===== src/sv/bwt_pkg.sv =====
`timescale 1ns / 1ps
package bwt_pkg;

  typedef logic [7:0] byte_t;

  // End-of-text marker that closes every block
  localparam byte_t SENTINEL = 8'h24;

endpackage


===== src/sv/bwt_ram.sv =====
`timescale 1ns / 1ps
module bwt_ram #(
  parameter int WIDTH = 8,
  parameter int DEPTH = 64
) (
  input  logic                     clk_i,
  input  logic                     we_i,
  input  logic [$clog2(DEPTH)-1:0] waddr_i,
  input  logic [WIDTH-1:0]         wdata_i,
  input  logic [$clog2(DEPTH)-1:0] raddr_a_i,
  input  logic [$clog2(DEPTH)-1:0] raddr_b_i,
  output logic [WIDTH-1:0]         rdata_a_o,
  output logic [WIDTH-1:0]         rdata_b_o
);

  logic [WIDTH-1:0] mem_q [DEPTH];

  always_ff @(posedge clk_i) begin
    if (we_i) begin
      mem_q[waddr_i] <= wdata_i;
    end
    rdata_a_o <= mem_q[raddr_a_i];
    rdata_b_o <= mem_q[raddr_b_i];
  end

endmodule


===== src/sv/bwt_fifo.sv =====
`timescale 1ns / 1ps
module bwt_fifo #(
  parameter int WIDTH = 8
) (
  input  logic             clk_i,
  input  logic             rst_ni,
  input  logic             push_i,
  input  logic [WIDTH-1:0] data_i,
  output logic             full_o,
  input  logic             pop_i,
  output logic [WIDTH-1:0] data_o,
  output logic             empty_o
);

  // Two-entry queue, entry 0 is the head
  logic [WIDTH-1:0] slot_q [2];
  logic [1:0]       cnt_q;
  logic             do_push, do_pop;

  assign full_o  = (cnt_q == 2'd2);
  assign empty_o = (cnt_q == 2'd0);
  assign data_o  = slot_q[0];
  assign do_push = push_i && !full_o;
  assign do_pop  = pop_i && !empty_o;

  always_ff @(posedge clk_i or negedge rst_ni) begin
    if (!rst_ni) begin
      cnt_q     <= 2'd0;
      slot_q[0] <= '0;
      slot_q[1] <= '0;
    end else begin
      if (do_pop) begin
        slot_q[0] <= slot_q[1];
      end
      if (do_push) begin
        if (do_pop) begin
          if (cnt_q == 2'd1) slot_q[0] <= data_i;
          else slot_q[1] <= data_i;
        end else if (cnt_q == 2'd0) begin
          slot_q[0] <= data_i;
        end else begin
          slot_q[1] <= data_i;
        end
      end
      cnt_q <= cnt_q + 2'(do_push) - 2'(do_pop);
    end
  end

endmodule


===== src/sv/bwt_front.sv =====
`timescale 1ns / 1ps
module bwt_front #(
  parameter int MAX_LEN = 64
) (
  input  logic                         clk_i,
  input  logic                         rst_ni,
  input  logic                         push,
  output logic                         full,
  input  bwt_pkg::byte_t               data_byte_i,
  input  logic                         last_i,
  output logic                         we_o,
  output logic [$clog2(MAX_LEN)-1:0]   waddr_o,
  output bwt_pkg::byte_t               wdata_o,
  output logic                         q_push_o,
  output logic [$clog2(MAX_LEN+1):0]   q_desc_o,
  input  logic                         q_full_i,
  input  logic                         done_i
);
  import bwt_pkg::*;

  localparam int AW = $clog2(MAX_LEN);
  localparam int CW = $clog2(MAX_LEN + 1);

  typedef struct packed {
    logic [CW-1:0] len;
    logic          ovf;
  } desc_t;

  typedef enum logic [1:0] {F_LOAD, F_SENT, F_HOLD} state_e;

  state_e        state_q, state_d;
  logic [CW-1:0] cnt_q, cnt_d;
  logic          drop_q, drop_d;
  byte_t         lastb_q, lastb_d;
  logic          accept, has_room, need_sent;
  desc_t         desc;

  assign accept    = push && (state_q == F_LOAD);
  assign has_room  = (cnt_q < CW'(MAX_LEN));
  assign need_sent = (lastb_q != SENTINEL);
  assign full      = (state_q != F_LOAD);
  assign q_desc_o  = desc;

  always_comb begin
    state_d  = state_q;
    cnt_d    = cnt_q;
    drop_d   = drop_q;
    lastb_d  = lastb_q;
    we_o     = 1'b0;
    waddr_o  = cnt_q[AW-1:0];
    wdata_o  = data_byte_i;
    q_push_o = 1'b0;
    desc.len = cnt_q;
    desc.ovf = drop_q;
    unique case (state_q)
      F_LOAD: begin
        if (accept) begin
          if (has_room) begin
            we_o    = 1'b1;
            cnt_d   = cnt_q + CW'(1);
            lastb_d = data_byte_i;
          end else begin
            drop_d = 1'b1;
          end
          if (last_i) state_d = F_SENT;
        end
      end
      F_SENT: begin
        // Append the marker unless the block already ends in one, or overwrite the final byte when the store is full
        wdata_o = SENTINEL;
        if (need_sent) begin
          if (has_room) begin
            desc.len = cnt_q + CW'(1);
          end else begin
            waddr_o  = AW'(MAX_LEN - 1);
            desc.ovf = 1'b1;
          end
        end
        if (!q_full_i) begin
          we_o     = need_sent;
          q_push_o = 1'b1;
          cnt_d    = '0;
          drop_d   = 1'b0;
          state_d  = F_HOLD;
        end
      end
      F_HOLD: begin
        if (done_i) state_d = F_LOAD;
      end
      default: state_d = F_LOAD;
    endcase
  end

  always_ff @(posedge clk_i or negedge rst_ni) begin
    if (!rst_ni) begin
      state_q <= F_LOAD;
      cnt_q   <= '0;
      drop_q  <= 1'b0;
      lastb_q <= '0;
    end else begin
      state_q <= state_d;
      cnt_q   <= cnt_d;
      drop_q  <= drop_d;
      lastb_q <= lastb_d;
    end
  end

endmodule


===== src/sv/bwt_back.sv =====
`timescale 1ns / 1ps
module bwt_back #(
  parameter int MAX_LEN = 64
) (
  input  logic                         clk_i,
  input  logic                         rst_ni,
  input  logic [$clog2(MAX_LEN+1):0]   q_desc_i,
  input  logic                         q_empty_i,
  output logic                         q_pop_o,
  output logic [$clog2(MAX_LEN)-1:0]   taddr_a_o,
  output logic [$clog2(MAX_LEN)-1:0]   taddr_b_o,
  input  bwt_pkg::byte_t               tdata_a_i,
  input  bwt_pkg::byte_t               tdata_b_i,
  output logic                         done_o,
  output logic                         empty,
  input  logic                         pop,
  output bwt_pkg::byte_t               bwt_byte_o,
  output logic                         last_res_o,
  output logic                         overflow_o
);
  import bwt_pkg::*;

  localparam int AW = $clog2(MAX_LEN);
  localparam int CW = $clog2(MAX_LEN + 1);

  typedef struct packed {
    logic [CW-1:0] len;
    logic          ovf;
  } desc_t;

  typedef enum logic [2:0] {
    B_IDLE, B_PAIR, B_CHK, B_CMP, B_STORE, B_ORD, B_TXT, B_EMIT
  } state_e;

  state_e        state_q, state_d;
  logic [CW-1:0] n_q, n_d, pa_q, pa_d, pb_q, pb_d;
  logic [AW-1:0] i_q, i_d, j_q, j_d, k_q, k_d, rank_q, rank_d;
  logic          ovf_q, ovf_d;
  logic          vld_q, vld_d;
  byte_t         byte_q, byte_d;
  logic          lst_q, lst_d, ofl_q, ofl_d;
  logic          adv, less;
  logic [AW-1:0] pos;
  logic [AW-1:0] n_last;
  desc_t         desc;

  assign desc       = q_desc_i;
  assign n_last     = AW'(n_q - CW'(1));
  assign empty      = !vld_q;
  assign bwt_byte_o = byte_q;
  assign last_res_o = lst_q;
  assign overflow_o = ofl_q;

  // Sorted start positions, written by rank
  bwt_ram #(.WIDTH(AW), .DEPTH(MAX_LEN)) u_order (
    .clk_i     (clk_i),
    .we_i      (state_q == B_STORE),
    .waddr_i   (rank_q),
    .wdata_i   (i_q),
    .raddr_a_i (k_q),
    .raddr_b_i (k_q),
    .rdata_a_o (pos),
    .rdata_b_o ()
  );

  always_comb begin
    state_d   = state_q;
    n_d       = n_q;
    pa_d      = pa_q;
    pb_d      = pb_q;
    i_d       = i_q;
    j_d       = j_q;
    k_d       = k_q;
    rank_d    = rank_q;
    ovf_d     = ovf_q;
    vld_d     = vld_q && !pop;
    byte_d    = byte_q;
    lst_d     = lst_q;
    ofl_d     = ofl_q;
    q_pop_o   = 1'b0;
    done_o    = 1'b0;
    adv       = 1'b0;
    less      = 1'b0;
    taddr_a_o = pa_q[AW-1:0];
    taddr_b_o = pb_q[AW-1:0];
    unique case (state_q)
      B_IDLE: begin
        if (!q_empty_i) begin
          q_pop_o = 1'b1;
          n_d     = desc.len;
          ovf_d   = desc.ovf;
          i_d     = '0;
          j_d     = '0;
          rank_d  = '0;
          state_d = B_PAIR;
        end
      end
      B_PAIR: begin
        if (j_q == i_q) begin
          adv = 1'b1;
        end else begin
          pa_d    = CW'(j_q);
          pb_d    = CW'(i_q);
          state_d = B_CHK;
        end
      end
      B_CHK: begin
        // Only one suffix can run out first; the shorter ranks lower
        if (pa_q >= n_q || pb_q >= n_q) begin
          less = (pa_q >= n_q);
          adv  = 1'b1;
        end else begin
          state_d = B_CMP;
        end
      end
      B_CMP: begin
        if (tdata_a_i != tdata_b_i) begin
          less = (tdata_a_i < tdata_b_i);
          adv  = 1'b1;
        end else begin
          pa_d    = pa_q + CW'(1);
          pb_d    = pb_q + CW'(1);
          state_d = B_CHK;
        end
      end
      B_STORE: begin
        if (i_q == n_last) begin
          k_d     = '0;
          state_d = B_ORD;
        end else begin
          i_d     = i_q + AW'(1);
          j_d     = '0;
          rank_d  = '0;
          state_d = B_PAIR;
        end
      end
      B_ORD: state_d = B_TXT;
      B_TXT: begin
        taddr_a_o = (pos == '0) ? n_last : pos - AW'(1);
        state_d   = B_EMIT;
      end
      B_EMIT: begin
        taddr_a_o = (pos == '0) ? n_last : pos - AW'(1);
        if (!vld_q || pop) begin
          vld_d  = 1'b1;
          byte_d = tdata_a_i;
          lst_d  = (k_q == n_last);
          ofl_d  = ovf_q;
          if (k_q == n_last) begin
            done_o  = 1'b1;
            state_d = B_IDLE;
          end else begin
            k_d     = k_q + AW'(1);
            state_d = B_ORD;
          end
        end
      end
      default: state_d = B_IDLE;
    endcase
    if (adv) begin
      if (less) rank_d = rank_q + AW'(1);
      if (j_q == n_last) begin
        state_d = B_STORE;
      end else begin
        j_d     = j_q + AW'(1);
        state_d = B_PAIR;
      end
    end
  end

  always_ff @(posedge clk_i or negedge rst_ni) begin
    if (!rst_ni) begin
      state_q <= B_IDLE;
      n_q     <= '0;
      pa_q    <= '0;
      pb_q    <= '0;
      i_q     <= '0;
      j_q     <= '0;
      k_q     <= '0;
      rank_q  <= '0;
      ovf_q   <= 1'b0;
      vld_q   <= 1'b0;
      byte_q  <= '0;
      lst_q   <= 1'b0;
      ofl_q   <= 1'b0;
    end else begin
      state_q <= state_d;
      n_q     <= n_d;
      pa_q    <= pa_d;
      pb_q    <= pb_d;
      i_q     <= i_d;
      j_q     <= j_d;
      k_q     <= k_d;
      rank_q  <= rank_d;
      ovf_q   <= ovf_d;
      vld_q   <= vld_d;
      byte_q  <= byte_d;
      lst_q   <= lst_d;
      ofl_q   <= ofl_d;
    end
  end

endmodule


===== src/sv/bwt_block_transform_top.sv =====
`timescale 1ns / 1ps
// Burrows-Wheeler transform of one block of up to MAX_LEN bytes. Push bytes
// one per beat with last_i high on the final one; a '$' marker is appended
// unless the block already ends in one (when the store is full, the final
// byte becomes '$' and overflow_o is set; bytes beyond MAX_LEN are dropped
// and also set overflow_o). After the last beat, full stays high until the
// whole block has been sorted and every result handed to the output register;
// the next block can then be pushed. The sort ranks each suffix by comparing
// it against every other one, one stored byte pair at a time through the two
// read ports of the text memory, checking the ends of both suffixes before
// each byte pair; each suffix start is then stored at its rank. Readout reads
// the start position and then the byte before it, and waits while the output
// register is still full. Results pop in sorted suffix order with last_res_o
// on the final one.
module bwt_block_transform_top #(
  parameter int MAX_LEN = 64
) (
  input  logic           clk_i,
  input  logic           rst_ni,
  input  logic           push,
  output logic           full,
  input  bwt_pkg::byte_t data_byte_i,
  input  logic           last_i,
  output logic           empty,
  input  logic           pop,
  output bwt_pkg::byte_t bwt_byte_o,
  output logic           last_res_o,
  output logic           overflow_o
);
  import bwt_pkg::*;

  localparam int AW = $clog2(MAX_LEN);
  localparam int DW = $clog2(MAX_LEN + 1) + 1;

  logic          we;
  logic [AW-1:0] waddr, taddr_a, taddr_b;
  byte_t         wdata, tdata_a, tdata_b;
  logic          q_push, q_full, q_pop, q_empty, done;
  logic [DW-1:0] q_in, q_out;

  // Front: store incoming bytes and close the block
  bwt_front #(.MAX_LEN(MAX_LEN)) u_front (
    .clk_i       (clk_i),
    .rst_ni      (rst_ni),
    .push        (push),
    .full        (full),
    .data_byte_i (data_byte_i),
    .last_i      (last_i),
    .we_o        (we),
    .waddr_o     (waddr),
    .wdata_o     (wdata),
    .q_push_o    (q_push),
    .q_desc_o    (q_in),
    .q_full_i    (q_full),
    .done_i      (done)
  );

  // Text store: written by the front, read at two places by the back
  bwt_ram #(.WIDTH(8), .DEPTH(MAX_LEN)) u_text (
    .clk_i     (clk_i),
    .we_i      (we),
    .waddr_i   (waddr),
    .wdata_i   (wdata),
    .raddr_a_i (taddr_a),
    .raddr_b_i (taddr_b),
    .rdata_a_o (tdata_a),
    .rdata_b_o (tdata_b)
  );

  // Block descriptors (length and overflow) handed from front to back
  bwt_fifo #(.WIDTH(DW)) u_queue (
    .clk_i   (clk_i),
    .rst_ni  (rst_ni),
    .push_i  (q_push),
    .data_i  (q_in),
    .full_o  (q_full),
    .pop_i   (q_pop),
    .data_o  (q_out),
    .empty_o (q_empty)
  );

  // Back: rank the suffixes, then emit the preceding bytes in rank order
  bwt_back #(.MAX_LEN(MAX_LEN)) u_back (
    .clk_i      (clk_i),
    .rst_ni     (rst_ni),
    .q_desc_i   (q_out),
    .q_empty_i  (q_empty),
    .q_pop_o    (q_pop),
    .taddr_a_o  (taddr_a),
    .taddr_b_o  (taddr_b),
    .tdata_a_i  (tdata_a),
    .tdata_b_i  (tdata_b),
    .done_o     (done),
    .empty      (empty),
    .pop        (pop),
    .bwt_byte_o (bwt_byte_o),
    .last_res_o (last_res_o),
    .overflow_o (overflow_o)
  );

endmodule

===== config.mk =====
export PLATFORM = sky130hd
export DESIGN_NAME = bwt_block_transform_top
export DESIGN_NICKNAME = d
export VERILOG_FILES = /design/src/sv/bwt_pkg.sv /design/src/sv/bwt_ram.sv /design/src/sv/bwt_fifo.sv /design/src/sv/bwt_front.sv /design/src/sv/bwt_back.sv /design/src/sv/bwt_block_transform_top.sv
export SDC_FILE = /design/constraint.sdc
export NUM_CORES = 2
export LEC_CHECK = 0
export BUFFER_PORTS_ARGS = -buffer_cell sky130_fd_sc_hd__buf_2
export CAP_MARGIN = 20
export CELL_PAD_IN_SITES_DETAIL_PLACEMENT = 1
export CELL_PAD_IN_SITES_GLOBAL_PLACEMENT = 1
export CORE_MARGIN = 3
export CORE_UTILIZATION = 35
export DETAILED_ROUTE_END_ITERATION = 16
export PLACE_DENSITY_LB_ADDON = 0.25
export SLEW_MARGIN = 20
export SYNTH_ARGS = -nofsm -noshare
export SYNTH_HDL_FRONTEND = slang
export SYNTH_SLANG_ARGS = --single-unit

===== constraint.sdc =====
create_clock -name clk_i -period 4.1 [get_ports clk_i]
set_input_delay 0.41 -clock clk_i [delete_from_list [all_inputs] [get_ports clk_i]]
set_output_delay 0.41 -clock clk_i [all_outputs]
set_load 0.01 [all_outputs]

==> results.md <==
* Status: finished, final reports clean
* Sink Count at slightly above 1k
* Htree depth at 3
* Worst Path Arrival at around 4400 ps
* Final Hold Viols at 0
* DIE HEIGHT at 366.7 µm
* Residual DRC at 0
* Die area at between 0.1 and 0.15 mm²
* Unique masters post-synth at 69
* Crit-path max FO at 80
* Number of max-slew violations in the final report at 0
* Startpoint Class: flop
* Synth top area cells: edfxtp_1, mux4_2, dfrtp_1
* Post-route clock period utilization at between 90 and 100%
* FFs w/ async S/R, synth at 9.467%
* Die span in x at about 370 µm
* DR pass1 iterations at 5
* Setup Viol. Count Final at 0
* Longest Clk Path Bufs at 3
* Worst setup EP type: flop
* Total power at approximately 35 mW
* Initial Utilization at between 30% and 40%
* Worst slew margin at around a quarter
* All-layer global routing usage at between 20% and 30%
* P&R area growth vs syn at 14.25%
* Maximum vdd drop at between 0.4 and 0.5 mV
* Share of layout cells above drive strength 1 at roughly 22%
* Routed WL at 138.0 mm
* First-pass GRT wire length at between 200 and 250 mm
* Core area at around 0.13 mm²
* Hold Worst Slack at 79.59 ps
* Worst min path class: in -> reg
* Share of the synthesized area in the top cell type at 59.09%
* Commonest non-fill, non-tap cells in the layout: edfxtp_1, nand2_1, mux4_2
* ANT nets after route at 0
* DPL Wire Length at 91.03 mm
* Post-synthesis cell count at around 3.0k
* Placed Area at 0.04840 mm²
* Clock buffer count from CTS at about 110
* Post-Syn Area per Cell at 14.94 µm²
* PortBufs at 24
* Final Instance Area at 0.05202 mm²
* Avg WL per Cell at 27.78 µm
* DR vias/cell at 5.621
* Post-synth EDFFs at roughly 900
* Vias in the first global route at just under 30k
* Most common cell after layout, fill and taps aside: edfxtp_1
* Max frequency at 260.8 MHz
* Yosys warnings at 0
* Synthesized area at between 0.04 and 0.05 mm²
* Total gr overflow at 0
* Worst path max stage delay at 560 ps
* Via count at around 28k
* RSZ-0062 raised after global routing: false
* Tmin final at 3835 ps
* Largest net degree at the start of global routing at 81
* Slowest stage cell on the critical path: a31oi_1
* Placer's final routability congestion estimate at 0.8301
* Post-Syn Nets at 3096
* Worst-case clock skew at about 25 ps
* Max Cap Viol at 0
* Final Net Count at about 3.2k
* Main synth FF type: edfxtp_1
* Critical path class: reg -> reg
* Cell taking the most area after synthesis: edfxtp_1
* WP data required at approximately 4700 ps
* Clock root cell: clkbuf_16
* Post-CTS setup buffers at 0
* Initial drt markers at around 2.9k
* Reg clk slew, reported paths at approximately 60 ps
* Leak at 17.35 nW
* Setup total negative slack at 0 ps
* PwrDens at 681.2 mW/mm²
* Proportion of synthesized chip area in sequential cells at between 60% and 70%
* # rows at 131
* Synthesized flop and latch total at 1014
* Crit path cell chain: inv_1 -> ha_1 -> or4b_4 -> o211ai_2 -> nand2_4 -> buf_12 -> buf_4 -> a21oi_1 -> a32oi_1 -> o22ai_1 -> nor4_2 -> a31oi_1 -> nand3_1
* Ports at 25
* Initial antenna violation count at 1
* CTS tree: built
* Slew @ Worst Pin at roughly 1100 ps
* Insertion delay of the later-clocked pin in the worst-skew pair at between 700 and 800 ps
routing by layer:
metal	wire length [µm]	vias to the layer above	part of all wire, %	global-route usage (%)
met1	59270	14906	43	27.67
met2	67270	805	49	33.61
met3	7048	186	5.1	2.916
li1	-	12027	-	-
met5	0	-	0	0
met4	4417	0	3.2	6.436
cells in the mapped netlist, types with 15 or more instances:
cell,count
edfxtp_1,896
nand2_1,476
mux4_2,294
nor2_1,204
nand3_1,186
a21oi_1,111
clkbuf_1,102
dfrtp_1,96
o21ai_0,65
buf_2,55
mux2i_1,37
buf_1,36
ha_1,35
inv_1,33
a31oi_1,29
a32oi_1,28
xnor2_1,26
and3_1,25
o22ai_1,25
mux2_2,23
nor3_1,23
dfxtp_1,22
nand2b_1,18
xor2_1,18
nor2b_1,15
registers in the layout (all words and copies together) (netlist names), 7 cells and up:
register              count
u_back.bwt_byte_o         8
u_back.n_q                7
u_back.pa_q               7
u_back.pb_q               7
u_back.u_order.mem_q    384
u_front.cnt_q             7
u_front.lastb_q           8
u_queue.data_o            8
u_queue.slot_q            8
u_text.mem_q            512
u_text.rdata_a_o          8
u_text.rdata_b_o          8
power by group:
part / leakage (nW) / switching, mW / internal [mW] / total (mW)
registers: 9.72 / 0.727 / 12.1 / 12.8
clock network: 1.73 / 4.16 / 5.64 / 9.79
logic: 5.90 / 8.04 / 4.78 / 12.8
total: 17.3 / 12.9 / 22.5 / 35.4
cell families after synthesis:
| group | share of synthesized area, % |
|---|---|
| buffers and inverters | 2.165 |
| muxes | 15.92 |
| DFF | 65.33 |
| and+or+nand+nor | 9.856 |
| adders and majority gates | 0.9617 |
| xor gates and xnor gates | 0.9947 |
| AOI/OAI and AO/OA | 4.767 |
critical path: cells and delay by family (launching register included):
family / cells / cell delay, ps
AO/OA/AOI/OAI: 5 / 1550
adder cells (fa/ha/maj): 1 / 170
buffers and inverters: 3 / 610
flip-flops: 1 / 310
AND/OR/NAND/NOR: 4 / 1020
area by class of cell:
class,instances,area (µm²)
fillers,12867,76310
flip-flops and latches,1014,29770
multi-input cells,1799,14870
clock buffers,130,2856
well taps,1729,2163
repair buffers,191,1589
clock inverters,71,646.9
inverters,33,123.9
diodes,1,2.502
path summary, 6_finish.rpt:
| kind | endpoint | from | slack (ps) | cells past startpoint |
|---|---|---|---|---|
| min in group asynchronous | u_back.bwt_byte_o[1] | rst_ni | 150 | 2 |
| worst min-delay path | u_back.vld_q | pop | 80 | 2 |
| worst max register to register | u_text.rdata_a_o[4] | u_back.u_order.rdata_a_o[0] | 270 | 13 |
| worst max-delay path | u_text.rdata_a_o[4] | u_back.u_order.rdata_a_o[0] | 270 | 13 |
| max in group asynchronous | u_back.i_q[0] | rst_ni | 3000 | 3 |
| worst min register to register | u_back.n_q[2] | u_queue.data_o[3] | 490 | 2 |
what timing repair did:
item,in CTS,in global routing
hold endpoints to repair,30,0
endpoints found under the setup margin,0,2
resized for setup,0,2
hold buffers,10,0
per-stage QoR:
step | setup WS (ps) | utilization (%) | cells
after floorplan | 777.1 | - | 3048
after global placement | 158.1 | 37.71 | 4756
after detailed placement | 27.85 | 37.71 | 4756
after CTS | 4.156 | 40.52 | 4967
after global routing | 32.21 | 40.54 | 4967
final | 265.2 | 40.54 | 4968
(Power assumes the default switching activity.)
